<file path="src/rtl/mat4i_pkg.sv">
package mat4i_pkg;

  // Element format
  localparam int DATA_WIDTH = 32;
  localparam int FRAC_BITS  = 16;

  // Limb width of the shared multiplier (one element by one limb)
  localparam int LIMB_W = DATA_WIDTH;

  // Exact widths of the intermediate values
  localparam int MINOR_W = 2 * DATA_WIDTH + 1;
  localparam int COF_W   = DATA_WIDTH + MINOR_W + 2;
  localparam int DET_W   = DATA_WIDTH + COF_W + 2;
  localparam int NUM_W   = COF_W + 2 * FRAC_BITS;
  localparam int DEN_W   = DET_W;

  localparam int MINOR_LIMBS = (MINOR_W + LIMB_W - 1) / LIMB_W;
  localparam int COF_LIMBS   = (COF_W + LIMB_W - 1) / LIMB_W;
  localparam int LIMB_IW     = $clog2(COF_LIMBS);
  localparam int PROD_W      = DATA_WIDTH + LIMB_W + 1;
  localparam int CNT_W       = $clog2(NUM_W + 1);

  // Source of the multiplier's second operand
  typedef enum logic [1:0] {
    MS_ELEM,
    MS_MINOR,
    MS_COF
  } mat4i_mulsrc_t;

  // Accumulator written by the shared adder
  typedef enum logic [1:0] {
    AD_MINOR,
    AD_COF,
    AD_DET
  } mat4i_accdst_t;

  // Controller to datapath
  typedef struct packed {
    logic          load;
    logic          opa_ld;
    logic [3:0]    mat_addr;
    logic          mul_en;
    mat4i_mulsrc_t mul_src;
    logic [LIMB_IW-1:0] limb;
    logic          acc_en;
    mat4i_accdst_t acc_dst;
    logic          acc_clr;
    logic          acc_sub;
    logic          cof_wr;
    logic [3:0]    cof_addr;
    logic          div_start;
    logic          emit;
    logic [3:0]    out_idx;
  } mat4i_cmd_t;

  // Datapath to controller
  typedef struct packed {
    logic det_zero;
    logic div_done;
  } mat4i_stat_t;

  // n-th of the three indices left after dropping x
  function automatic logic [1:0] mat4i_skip(input logic [1:0] x, input logic [1:0] n);
    return (n >= x) ? n + 2'd1 : n;
  endfunction

  // Store address of a 2x2 minor operand for cofactor k, term j.
  // h picks the product (0: direct, 1: crossed), is_b the second factor.
  function automatic logic [3:0] mat4i_minor_addr(input logic [3:0] k, input logic [1:0] j,
                                                  input logic h, input logic is_b);
    logic [1:0] p;
    logic [1:0] q;
    logic [1:0] rr;
    logic [1:0] cc;
    p  = (j == 2'd0) ? 2'd1 : 2'd0;
    q  = (j == 2'd2) ? 2'd1 : 2'd2;
    rr = mat4i_skip(k[1:0], is_b ? 2'd2 : 2'd1);
    cc = mat4i_skip(k[3:2], (h ^ is_b) ? q : p);
    return {cc, rr};
  endfunction

  // Store address of the top-row element of term j of cofactor k
  function automatic logic [3:0] mat4i_term_addr(input logic [3:0] k, input logic [1:0] j);
    return {mat4i_skip(k[3:2], j), mat4i_skip(k[1:0], 2'd0)};
  endfunction

endpackage

</file>
<file path="src/rtl/mat4i_ctrl.sv">
module mat4i_ctrl (
  input  logic                   clk,
  input  logic                   rst_n,
  input  logic                   start,
  input  logic                   in_compute,
  input  mat4i_pkg::mat4i_stat_t stat,
  output logic                   busy,
  output mat4i_pkg::mat4i_cmd_t  cmd
);
  import mat4i_pkg::*;

  typedef enum logic [3:0] {
    ST_IDLE,
    ST_M_LA,
    ST_M_MB,
    ST_M_AC,
    ST_T_LA,
    ST_T_MB,
    ST_T_AC,
    ST_C_WR,
    ST_D_LA,
    ST_D_MB,
    ST_D_AC,
    ST_V_ST,
    ST_V_WT
  } state_t;

  state_t             state_r;
  logic [3:0]         k_r;
  logic [1:0]         j_r;
  logic               h_r;
  logic [LIMB_IW-1:0] l_r;

  logic [3:0] k_t;
  logic       term_sub;
  logic       l_minor_end;
  logic       l_cof_end;
  logic       emit_now;

  // Transposed index: inverse(row, col) takes cofactor(col, row)
  assign k_t         = {k_r[1:0], k_r[3:2]};
  // Middle term negative, then cofactor sign by row+col parity
  assign term_sub    = j_r[0] ^ k_r[0] ^ k_r[2];
  assign l_minor_end = l_r == LIMB_IW'(MINOR_LIMBS - 1);
  assign l_cof_end   = l_r == LIMB_IW'(COF_LIMBS - 1);
  assign emit_now    = (state_r == ST_V_ST && stat.det_zero) ||
                       (state_r == ST_V_WT && stat.div_done);
  assign busy        = state_r != ST_IDLE;

  // Command decode
  always_comb begin
    cmd         = '0;
    cmd.mul_src = MS_ELEM;
    cmd.acc_dst = AD_MINOR;
    cmd.load    = start && state_r == ST_IDLE;
    cmd.limb    = l_r;
    cmd.out_idx = k_r;
    cmd.emit    = emit_now;
    unique case (state_r)
      ST_M_LA: begin
        cmd.opa_ld   = 1'b1;
        cmd.mat_addr = mat4i_minor_addr(k_r, j_r, h_r, 1'b0);
      end
      ST_M_MB: begin
        cmd.mul_en   = 1'b1;
        cmd.mat_addr = mat4i_minor_addr(k_r, j_r, h_r, 1'b1);
      end
      ST_M_AC: begin
        cmd.acc_en  = 1'b1;
        cmd.limb    = '0;
        cmd.acc_clr = !h_r;
        cmd.acc_sub = h_r;
      end
      ST_T_LA: begin
        cmd.opa_ld   = 1'b1;
        cmd.mat_addr = mat4i_term_addr(k_r, j_r);
      end
      ST_T_MB: begin
        cmd.mul_en  = 1'b1;
        cmd.mul_src = MS_MINOR;
      end
      ST_T_AC: begin
        cmd.acc_en  = 1'b1;
        cmd.acc_dst = AD_COF;
        cmd.acc_clr = j_r == 2'd0 && l_r == '0;
        cmd.acc_sub = term_sub;
      end
      ST_C_WR: begin
        cmd.cof_wr   = 1'b1;
        cmd.cof_addr = k_r;
      end
      ST_D_LA: begin
        cmd.opa_ld   = 1'b1;
        cmd.mat_addr = {2'b00, k_r[1:0]};
      end
      ST_D_MB: begin
        cmd.mul_en   = 1'b1;
        cmd.mul_src  = MS_COF;
        cmd.cof_addr = {2'b00, k_r[1:0]};
      end
      ST_D_AC: begin
        cmd.acc_en  = 1'b1;
        cmd.acc_dst = AD_DET;
        cmd.acc_clr = k_r[1:0] == 2'd0 && l_r == '0;
      end
      ST_V_ST: begin
        cmd.cof_addr  = k_t;
        cmd.div_start = !stat.det_zero;
      end
      ST_V_WT: begin
        cmd.cof_addr = k_t;
      end
      default: begin
        cmd.mat_addr = '0;
      end
    endcase
  end

  // State and sequence counters
  always_ff @(posedge clk) begin
    if (!rst_n) begin
      state_r <= ST_IDLE;
      k_r     <= '0;
      j_r     <= '0;
      h_r     <= 1'b0;
      l_r     <= '0;
    end else begin
      unique case (state_r)
        ST_IDLE: begin
          k_r <= '0;
          j_r <= '0;
          h_r <= 1'b0;
          l_r <= '0;
          if (start && in_compute) begin
            state_r <= ST_M_LA;
          end
        end
        ST_M_LA: state_r <= ST_M_MB;
        ST_M_MB: state_r <= ST_M_AC;
        ST_M_AC: begin
          h_r     <= !h_r;
          state_r <= h_r ? ST_T_LA : ST_M_LA;
        end
        ST_T_LA: begin
          l_r     <= '0;
          state_r <= ST_T_MB;
        end
        ST_T_MB: state_r <= ST_T_AC;
        ST_T_AC: begin
          if (l_minor_end) begin
            l_r <= '0;
            if (j_r == 2'd2) begin
              j_r     <= '0;
              state_r <= ST_C_WR;
            end else begin
              j_r     <= j_r + 2'd1;
              state_r <= ST_M_LA;
            end
          end else begin
            l_r     <= l_r + LIMB_IW'(1);
            state_r <= ST_T_MB;
          end
        end
        ST_C_WR: begin
          k_r     <= k_r + 4'd1;
          state_r <= (k_r == 4'd15) ? ST_D_LA : ST_M_LA;
        end
        ST_D_LA: begin
          l_r     <= '0;
          state_r <= ST_D_MB;
        end
        ST_D_MB: state_r <= ST_D_AC;
        ST_D_AC: begin
          if (l_cof_end) begin
            l_r <= '0;
            if (k_r[1:0] == 2'd3) begin
              k_r     <= '0;
              state_r <= ST_V_ST;
            end else begin
              k_r     <= k_r + 4'd1;
              state_r <= ST_D_LA;
            end
          end else begin
            l_r     <= l_r + LIMB_IW'(1);
            state_r <= ST_D_MB;
          end
        end
        ST_V_ST, ST_V_WT: begin
          if (emit_now) begin
            k_r     <= k_r + 4'd1;
            state_r <= (k_r == 4'd15) ? ST_IDLE : ST_V_ST;
          end else begin
            state_r <= ST_V_WT;
          end
        end
        default: state_r <= ST_IDLE;
      endcase
    end
  end

  // Divider completion only while waiting for it
  a_done_in_wait: assert property (@(posedge clk) disable iff (!rst_n)
    stat.div_done |-> state_r == ST_V_WT)
    else $error("divider finished outside wait state");

  // No division started on a singular matrix
  a_no_div_singular: assert property (@(posedge clk) disable iff (!rst_n)
    cmd.div_start |-> !stat.det_zero)
    else $error("division started with zero determinant");

  // Run ends only right after the final result
  a_end_after_last: assert property (@(posedge clk) disable iff (!rst_n)
    ($past(rst_n) && $fell(busy)) |-> $past(cmd.emit && cmd.out_idx == 4'd15))
    else $error("run ended without final result");

endmodule

</file>
<file path="config.mk">
export PLATFORM = sky130hd
export DESIGN_NAME = mat4i_ctrl
export DESIGN_NICKNAME = d
export VERILOG_FILES = /design/src/rtl/mat4i_pkg.sv /design/src/rtl/mat4i_ctrl.sv
export SDC_FILE = /design/constraint.sdc
export NUM_CORES = 1
export LEC_CHECK = 0
export BUFFER_PORTS_ARGS = -buffer_cell sky130_fd_sc_hd__buf_2
export CAP_MARGIN = 20
export CELL_PAD_IN_SITES_DETAIL_PLACEMENT = 1
export CELL_PAD_IN_SITES_GLOBAL_PLACEMENT = 1
export CORE_ASPECT_RATIO = 0.5
export CORE_MARGIN = 3
export CORE_UTILIZATION = 43
export CTS_CLUSTER_DIAMETER = 40
export CTS_CLUSTER_SIZE = 25
export DETAILED_ROUTE_END_ITERATION = 10
export PLACE_DENSITY_LB_ADDON = 0.1
export SYNTH_ARGS = -nofsm -noshare
export SYNTH_HDL_FRONTEND = slang
export SYNTH_SLANG_ARGS = --single-unit
</file>
<file path="constraint.sdc">
create_clock -name clk -period 5 [get_ports clk]
set_clock_uncertainty 0.2 [all_clocks]
set_input_delay 0.5 -clock clk [delete_from_list [all_inputs] [get_ports clk]]
set_output_delay 0.5 -clock clk [all_outputs]
set_load 0.005 [all_outputs]
</file>
Yosys cells after proc, flatten, opt, wreduce, memory -nomap -nowiden:

Cells that the tools add are included.

* register bits after elaboration: 13
* latch bits: 0
* memory bits (writable): 0
* bits in read-only memories: 0
* bits of input ports: 6
* output and inout bits: 28
* logic and storage cells: 107
* memories: 0

* add/subtract/negate cells: 5
* $mul: 0
* div/mod/pow operators: 0
* $lt $le $gt $ge: 6
* equal/unequal tests: 21
* shift-type cells: 0
* muxes and demuxes: 43
* bitwise logic cells: 2
* reductions and logical operators: 25

Operator list (count)
* $pmux W4 S12: 1
* $mux W4: 9
* $pmux W4 S4: 2
* $mux W2: 13
* $eq A4 B4 Y1 const B: 6
* $eq A4 B3 Y1 const B: 4
* $pmux W2 S2: 3
* $pmux W4 S3: 1
* $reduce_or A3 Y1: 4
* $add A2 B1 Y2 const B: 4
* $eq A2 B2 Y1 const B: 4
* $eq A4 B2 Y1 const B: 2
* $mux W1: 8
* $reduce_bool A4 Y1: 2
* $ge A2 B2 Y1: 3
* $logic_and A1 B1 Y1: 6
* $logic_not A2 Y1: 3
* $mux W3: 2
* $pmux W2 S3: 1
* $add A4 B1 Y4 const B: 1
* $eq A4 B1 Y1 const B: 1
* $ge A1 B2 Y1 const A: 2
* $logic_not A4 Y1: 1
* $ne A2 B1 Y1 const B: 2
* 12 further kinds: 17

Depth between registers and ports, before layout:

Gate-level depths: netlist of run 1.

* depth after elaboration: 6
* mapped depth: 8
* gate-level depth less buffers: 7

Least setup slack after synthesis of run 1:

Ideal clock, no wire load.

* kind: reg2out
* start point: reg j_r[0]
* end point: out cmd[24] (netlist name)
* arrival: 1.799 ns
* required time: 4.300 ns
* path slack: 2.501 ns
* stages on the path, launching flop included: 8
* buffers on the path: 0
* cell sequence: dfxtp_1 inv_1 ha_1 nand2b_1 a21oi_1 mux2_2 a221oi_1 a211oi_1

RTL lines
* from (decl): RTL line mat4i_ctrl.sv:30 `logic [1:0] j_r;`
* from (signal assigned): RTL line mat4i_ctrl.sv:156 `j_r <= j_r + 2'd1;`
* to (decl): RTL line mat4i_ctrl.sv:8 `output mat4i_pkg::mat4i_cmd_t cmd`

==> results of run 1 <==
[sequential cells by signal, summed over array words and instances (netlist names)]
name,flops
state_r,4
h_r,1
k_r,4
l_r,2
j_r,2
[metrics by stage]
stage	power [W]	setup slack [ps]	instances
after floorplan	0.0001814	2501	238
after global placement	0.0002107	2229	305
after detailed placement	0.0002137	2146	305
after CTS	0.0003133	1864	309
after global routing	0.0003319	1691	309
final	0.0003113	1908	309
[cell families after synthesis]
kind of cell,Yosys count
simple gates,90
flops,13
mux,3
compound gates,78
buf+inv,35
fa+ha+maj,16
xor+xnor,3
[how the worst max path moves through the flow]
| stage | start | slack [ps] | endpoint |
|---|---|---|---|
| final | k_r[2] | 1910 | cmd[24] |
| after global placement | k_r[2] | 2230 | cmd[24] |
| after CTS | k_r[2] | 1860 | cmd[24] |
| after global routing | k_r[2] | 1690 | cmd[24] |
| after floorplan | j_r[0] | 2500 | cmd[24] |
| after detailed placement | k_r[2] | 2150 | cmd[24] |
[report_power, final]
part           switching [W]  total (W)  internal (W)
Combinational      0.0000612  0.0000998     0.0000386
Clock              0.0000420  0.0000984     0.0000564
Sequential        0.00000594   0.000113      0.000107
Total               0.000109   0.000311      0.000202
[cells in the final DEF, fill, tap and decap left out, drive strengths merged, types with 5 or more instances in the layout]
cell type	Yosys	final
nand3	8	8
a21oi	14	14
nor2b	7	7
nand2	26	26
and2b	5	5
dfxtp	13	13
ha	16	16
a21boi	5	5
nor2	18	18
o21ai	18	18
inv	15	15
nand2b	6	6
buf	12	36
[area by class of cell]
cell class	instances	area [µm²]
fillers	508	1713
well taps	51	63.81
clock buffers	4	45.04
inverters	15	56.30
flip-flops and latches	13	260.3
repair buffers	36	187.7
multi-input cells	190	1277
[layer usage]
metal,track usage,part of all wire,wire length (µm),vias up
li1,-,-,-,900
met2,0.3862,0.43,2601,65
met4,0.05263,0.0030,18,0
met1,0.3788,0.46,2769,937
met5,0,0,0,-
met3,0.09581,0.10,601,4
[worst min-delay path: stages, from the launching register on]
cell      delay [ps]
dfxtp_1          370
nand3_1           90
a21boi_0          70
==> results.md, run 1 <==
* Setup TNS at 0 ps
* Simple-gate share of the synthesized area at 0.2747
* Post-synthesis mux area share at 0.01841
* Initial antenna violation count at 0
* TritonRoute pass-1 iters at 4
* Commonest cells in the synthesized netlist: 25 x nand2_1, 18 x nor2_1, 18 x o21ai_0
* Main synth FF type: dfxtp_1
* Largest family of logic cells by synthesized area: compound AO/OA/AOI/OAI gates
* EDFF count, synth at 0
* Worst skew pair latency at 250 ps
* #FFs+latches synth at 13
* Async SR Flop Fraction at 0
* Post-DP Area at 1846 µm²
* Number of global-route vias before repair at 1869
* Crit path max fanout at 12
* Total gr overflow at 0
* Clock Tree Buf Depth at 2
* Compound-gate portion of the synthesized area at 0.3255
* Critical path depth in cells at 7
* Clock slew at reported path FFs at 60 ps
* Syn nets at 260
* # rows at 15
* Post-synthesis xor/xnor area fraction at 0.01546
* Routability Congestion at 0.9769
* FF-to-FF Start: state_r[3]
* Fin area at 1891 µm²
* Hold_buf cts at 0
* Final wirelength at 5.991 mm
* Status: complete, no violations
* Ranking of synthesized cells by area: dfxtp_1 15%, ha_1 12%, nand2_1 5.5%, o21ai_0 5.3%, a21oi_1 4.1%
* Max-Cap Viols at 0
* Final hold vios at 0
* Die area at 4788 µm²
* Worst hold stages at 2
* Post-Synth Adder-Cell Area at 0.1178
* Starting density of the core at 0.4715
* Final Slew Violations at 0
* Total Routing Usage GR at 0.2671
* Tightest Pin Transition at 816.3 ps
* Residual DRC at 0
* Hold wc startpoint: j_r[1]
* Final Cycle Share at 0.6184
* Worst Path Required at 4300 ps
* Leak Pwr at 0.7815 nW
* Count of buffers from port buffering at 33
* Io pins at 34
* P per Cell Area at 164.7 nW/µm²
* Setup Fix Bufs, Post-CTS at 0
* R2R cell count at 5
* Final setup vio count at 0
* Root Buffer: clkbuf_8
* Minimum clock period at 3092 ps
* Area Growth Syn to Fin at 11.27%
* Dominant cell type by area after synthesis: dfxtp_1
* Die Height at 50.45 µm
* CTS resizes at 0
* Synth cell types at 56
* Reg2Reg Capture Point: k_r[0]
* CP max-delay cell: dfxtp_1
* TritonCTS Buffers at 3
* RSZ-0062 raised after global routing: no
* Nets at 281
* Part of the Yosys area used for sequential elements at 0.1532
* Crit path max-delay family: flip-flops
* Post-Syn Area at 1699 µm²
* TritonCTS clock tree: built
* VDD IR max at 0.08751 mV
* Diode count at 0
* DP HPWL at 4.497 mm
* Slew headroom at 0.4551
* F_max at 0.3234 GHz
* CP bufs+invs at 1
* WHS at 372.7 ps
* Worst Path Arrival at 2390 ps
* Clock sink total at 13
* Routed Antenna Nets at 0
* Yosys warns at 0
* Crit. End Element: primary output
* Number of DRC markers in iteration 0 at 204
* Most numerous cell in the Yosys netlist: nand2_1
* Worst Hold Class: flip-flop to flip-flop
* Wire per inst at 19.39 µm
* Worst reg-to-reg setup slack at 2700 ps
* Routed via count at 1906
* Vias/cell at 6.168
* Htree depth at 1
* Top-area cell type share of the netlist area at 0.1532
* Die width at 94.90 µm
* Crit-path cells: ha_1, nand2b_1, a21oi_1, mux2_2, a221oi_1, a211oi_1, buf_2
* Hold-critical path endpoint: j_r[1]
* Worst path max stage delay at 590 ps
* Crit path kind: flip-flop to primary output
* Largest net degree at the start of global routing at 38
* Share of layout cells above drive strength 1 at 0.1783
* Synth Instances at 238
* Core region area at 3603 µm²
* Fin util at 0.5247
* Critical path startpoint category: flip-flop
* Synth Area per Inst at 7.139 µm²
* First-pass GRT wire length at 9.791 mm
No activity file was read; power rests on OpenSTA's default activity.
==> inputs of run 2 (changes only) <==
--- a/config.mk
+++ b/config.mk
@@ -11,7 +11,7 @@
 export CELL_PAD_IN_SITES_GLOBAL_PLACEMENT = 1
 export CORE_ASPECT_RATIO = 0.5
 export CORE_MARGIN = 3
-export CORE_UTILIZATION = 43
+export CORE_UTILIZATION = 40
 export CTS_CLUSTER_DIAMETER = 40
 export CTS_CLUSTER_SIZE = 25
 export DETAILED_ROUTE_END_ITERATION = 10
==> constraint.sdc (replaced) <==
create_clock -name clk -period 2.99 [get_ports clk]
set_clock_uncertainty 0.2 [all_clocks]
set_input_delay 0.299 -clock clk [delete_from_list [all_inputs] [get_ports clk]]
set_output_delay 0.299 -clock clk [all_outputs]
set_load 0.005 [all_outputs]
==> run 2 against run 1 <==
Effect of this change: sequential power up 68%; flip-flop and latch count unchanged; critical endpoint unchanged; largest power group unchanged; first-iteration DRC count up 11%.
==> results.md, run 2 (synthesis gave the netlist of run 1 again) <==
* Root Buffer: clkbuf_8
* Die Height at 52.09 µm
* WHS at 230.5 ps
* Commonest non-fill, non-tap cell in the layout: buf_2
* Comb power frac at 0.325
* Leak Pwr at 0.8021 nW
* Final setup vio count at 0
* Final Cycle Share at 0.9357
* Leading registers by flop count: k_r x4, state_r x4
* Sequential standard cell area at 262.8 µm²
* Number of global-route vias before repair at 1759
* Clock sink total at 13
* Diode count at 0
* CP Launch Point: j_r[0]
* F_max at 0.3575 GHz
* Slew headroom at 0.5728
* Seq pwr share at 0.357
* Htree depth at 1
* Final Slew Violations at 0
* Multi-input gate area at 1277 µm²
* Crit. End Element: primary output
* M3 GR Usage at 0.04284
* Setup Fix Bufs, Post-CTS at 0
* Final worst slack at 192.4 ps
* P per Cell Area at 276.1 nW/µm²
* Clock Tree Buf Depth at 2
* Die width at 98.17 µm
* # rows at 16
* Nets at 284
* TritonCTS clock tree: built
* M1 GR Usage at 0.3587
* RSZ-0062 raised after global routing: no
* Switching Share at 0.3529
* Count of buffers from port buffering at 33
* Setup TNS at 0 ps
* Gr busiest metal: met2
* Total Routing Usage GR at 0.2413
* Starting density of the core at 0.4265
* Final hold vios at 0
* Design Power at 0.0005334 W
* Worst Path Required at 2490 ps
* Filler instances at 513
* Worst Hold Class: primary input to flip-flop
* Fin util at 0.4849
* TritonRoute pass-1 iters at 4
* Pre-CTS setup slack at 365.2 ps
* Internal Pwr Total at 0.0003451 W
* Worst reg-to-reg setup slack at 800 ps
* Routed Antenna Nets at 0
* Final wirelength at 6.062 mm
* Sw Pwr at 0.0001882 W
* TritonCTS Buffers at 3
* First-pass GRT wire length at 9.625 mm
* DP HPWL at 4.488 mm
* Clock slew at reported path FFs at 60 ps
* Crit path max fanout at 5
* Total gr overflow at 0
* Wire per inst at 19.24 µm
* Max-Cap Viols at 0
* Clock power frac at 0.318
* Hold wc startpoint: rst_n
* FF-to-FF Start: state_r[2]
* Crit path kind: flip-flop to primary output
* Most frequent cells in the layout: 33 x buf_2, 25 x nand2_1, 18 x nor2_1, 18 x o21ai_0, 16 x ha_1
* Minimum clock period at 2798 ps
* Critical path startpoint category: flip-flop
* Io pins at 34
* M2 GR Usage at 0.3694
* Largest net degree at the start of global routing at 30
* CP endpoint: cmd[24]
* Area Growth Syn to Fin at 13.70%
* Reg2Reg Capture Point: k_r[3]
* Number of DRC markers in iteration 0 at 227
* Status: complete, no violations
* Die area at 5113 µm²
* Tightest Pin Transition at 639.9 ps
* VDD IR max at 0.1269 mV
* Routed via count at 1917
* R2R cell count at 6
* Core region area at 3984 µm²
* Worst Path Arrival at 2300 ps
* Routability Congestion at 0.8728
* Initial antenna violation count at 0
* Worst skew pair latency at 250 ps
* Worst hold stages at 2
* Residual DRC at 0
* Vias/cell at 6.086
* Share of layout cells above drive strength 1 at 0.1954
[run 2: cell types whose count changed in the layout (fill, tap and decap cells not counted), sizes merged]
cell  change
buf       +3
[run 2: how the worst min path moves through the flow]
stage / to / slack [ps]
after global placement: j_r[0] / 350
final: j_r[0] / 230
after floorplan: k_r[3] / 260
after CTS: l_r[0] / 230
after detailed placement: j_r[1] / 360
after global routing: l_r[0] / 240
[run 2: routing by layer]
metal	vias up	part of all wire
met5	-	0
met4	0	0.0054
met3	4	0.065
met2	59	0.44
met1	948	0.49
li1	906	-
[run 2: layout make-up]
class                   instances  area share
inverters                      15     0.02915
flip-flops and latches         13      0.1360
repair buffers                 39      0.1153
multi-input cells             190      0.6613
clock buffers                   4     0.02332
well taps                      54     0.03497
[run 2: critical path, cell delays in order, from the launching register on]
cell and delay (ps):
dfxtp_2 380, inv_1 130, ha_1 290, nand2b_1 140
a21oi_1 230, mux2_2 380, a221oi_1 270, a211oi_1 80
buf_2 150
[run 2: metrics by stage]
step | area [µm²] | cells
floorplan | 1699 | 238
global placement | 1884 | 311
detailed placement | 1884 | 311
CTS | 1929 | 315
global route | 1932 | 315
finish | 1932 | 315
[run 2: timing repair]
item | 4_1_cts | 5_1_grt
resized for setup | 0 | 2
hold buffers | 0 | 0
endpoints found under the setup margin | 0 | 1
[run 2: power groups by stage]
| stage | logic, W | registers, W | clock network, W |
|---|---|---|---|
| after global placement | 0.000169 | 0.000194 | 0 |
| after CTS | 0.000172 | 0.000190 | 0.000172 |
| after floorplan | 0.000117 | 0.000187 | 0 |
| final | 0.000174 | 0.000190 | 0.000170 |
| after detailed placement | 0.000171 | 0.000194 | 0 |
| after global routing | 0.000193 | 0.000192 | 0.000179 |
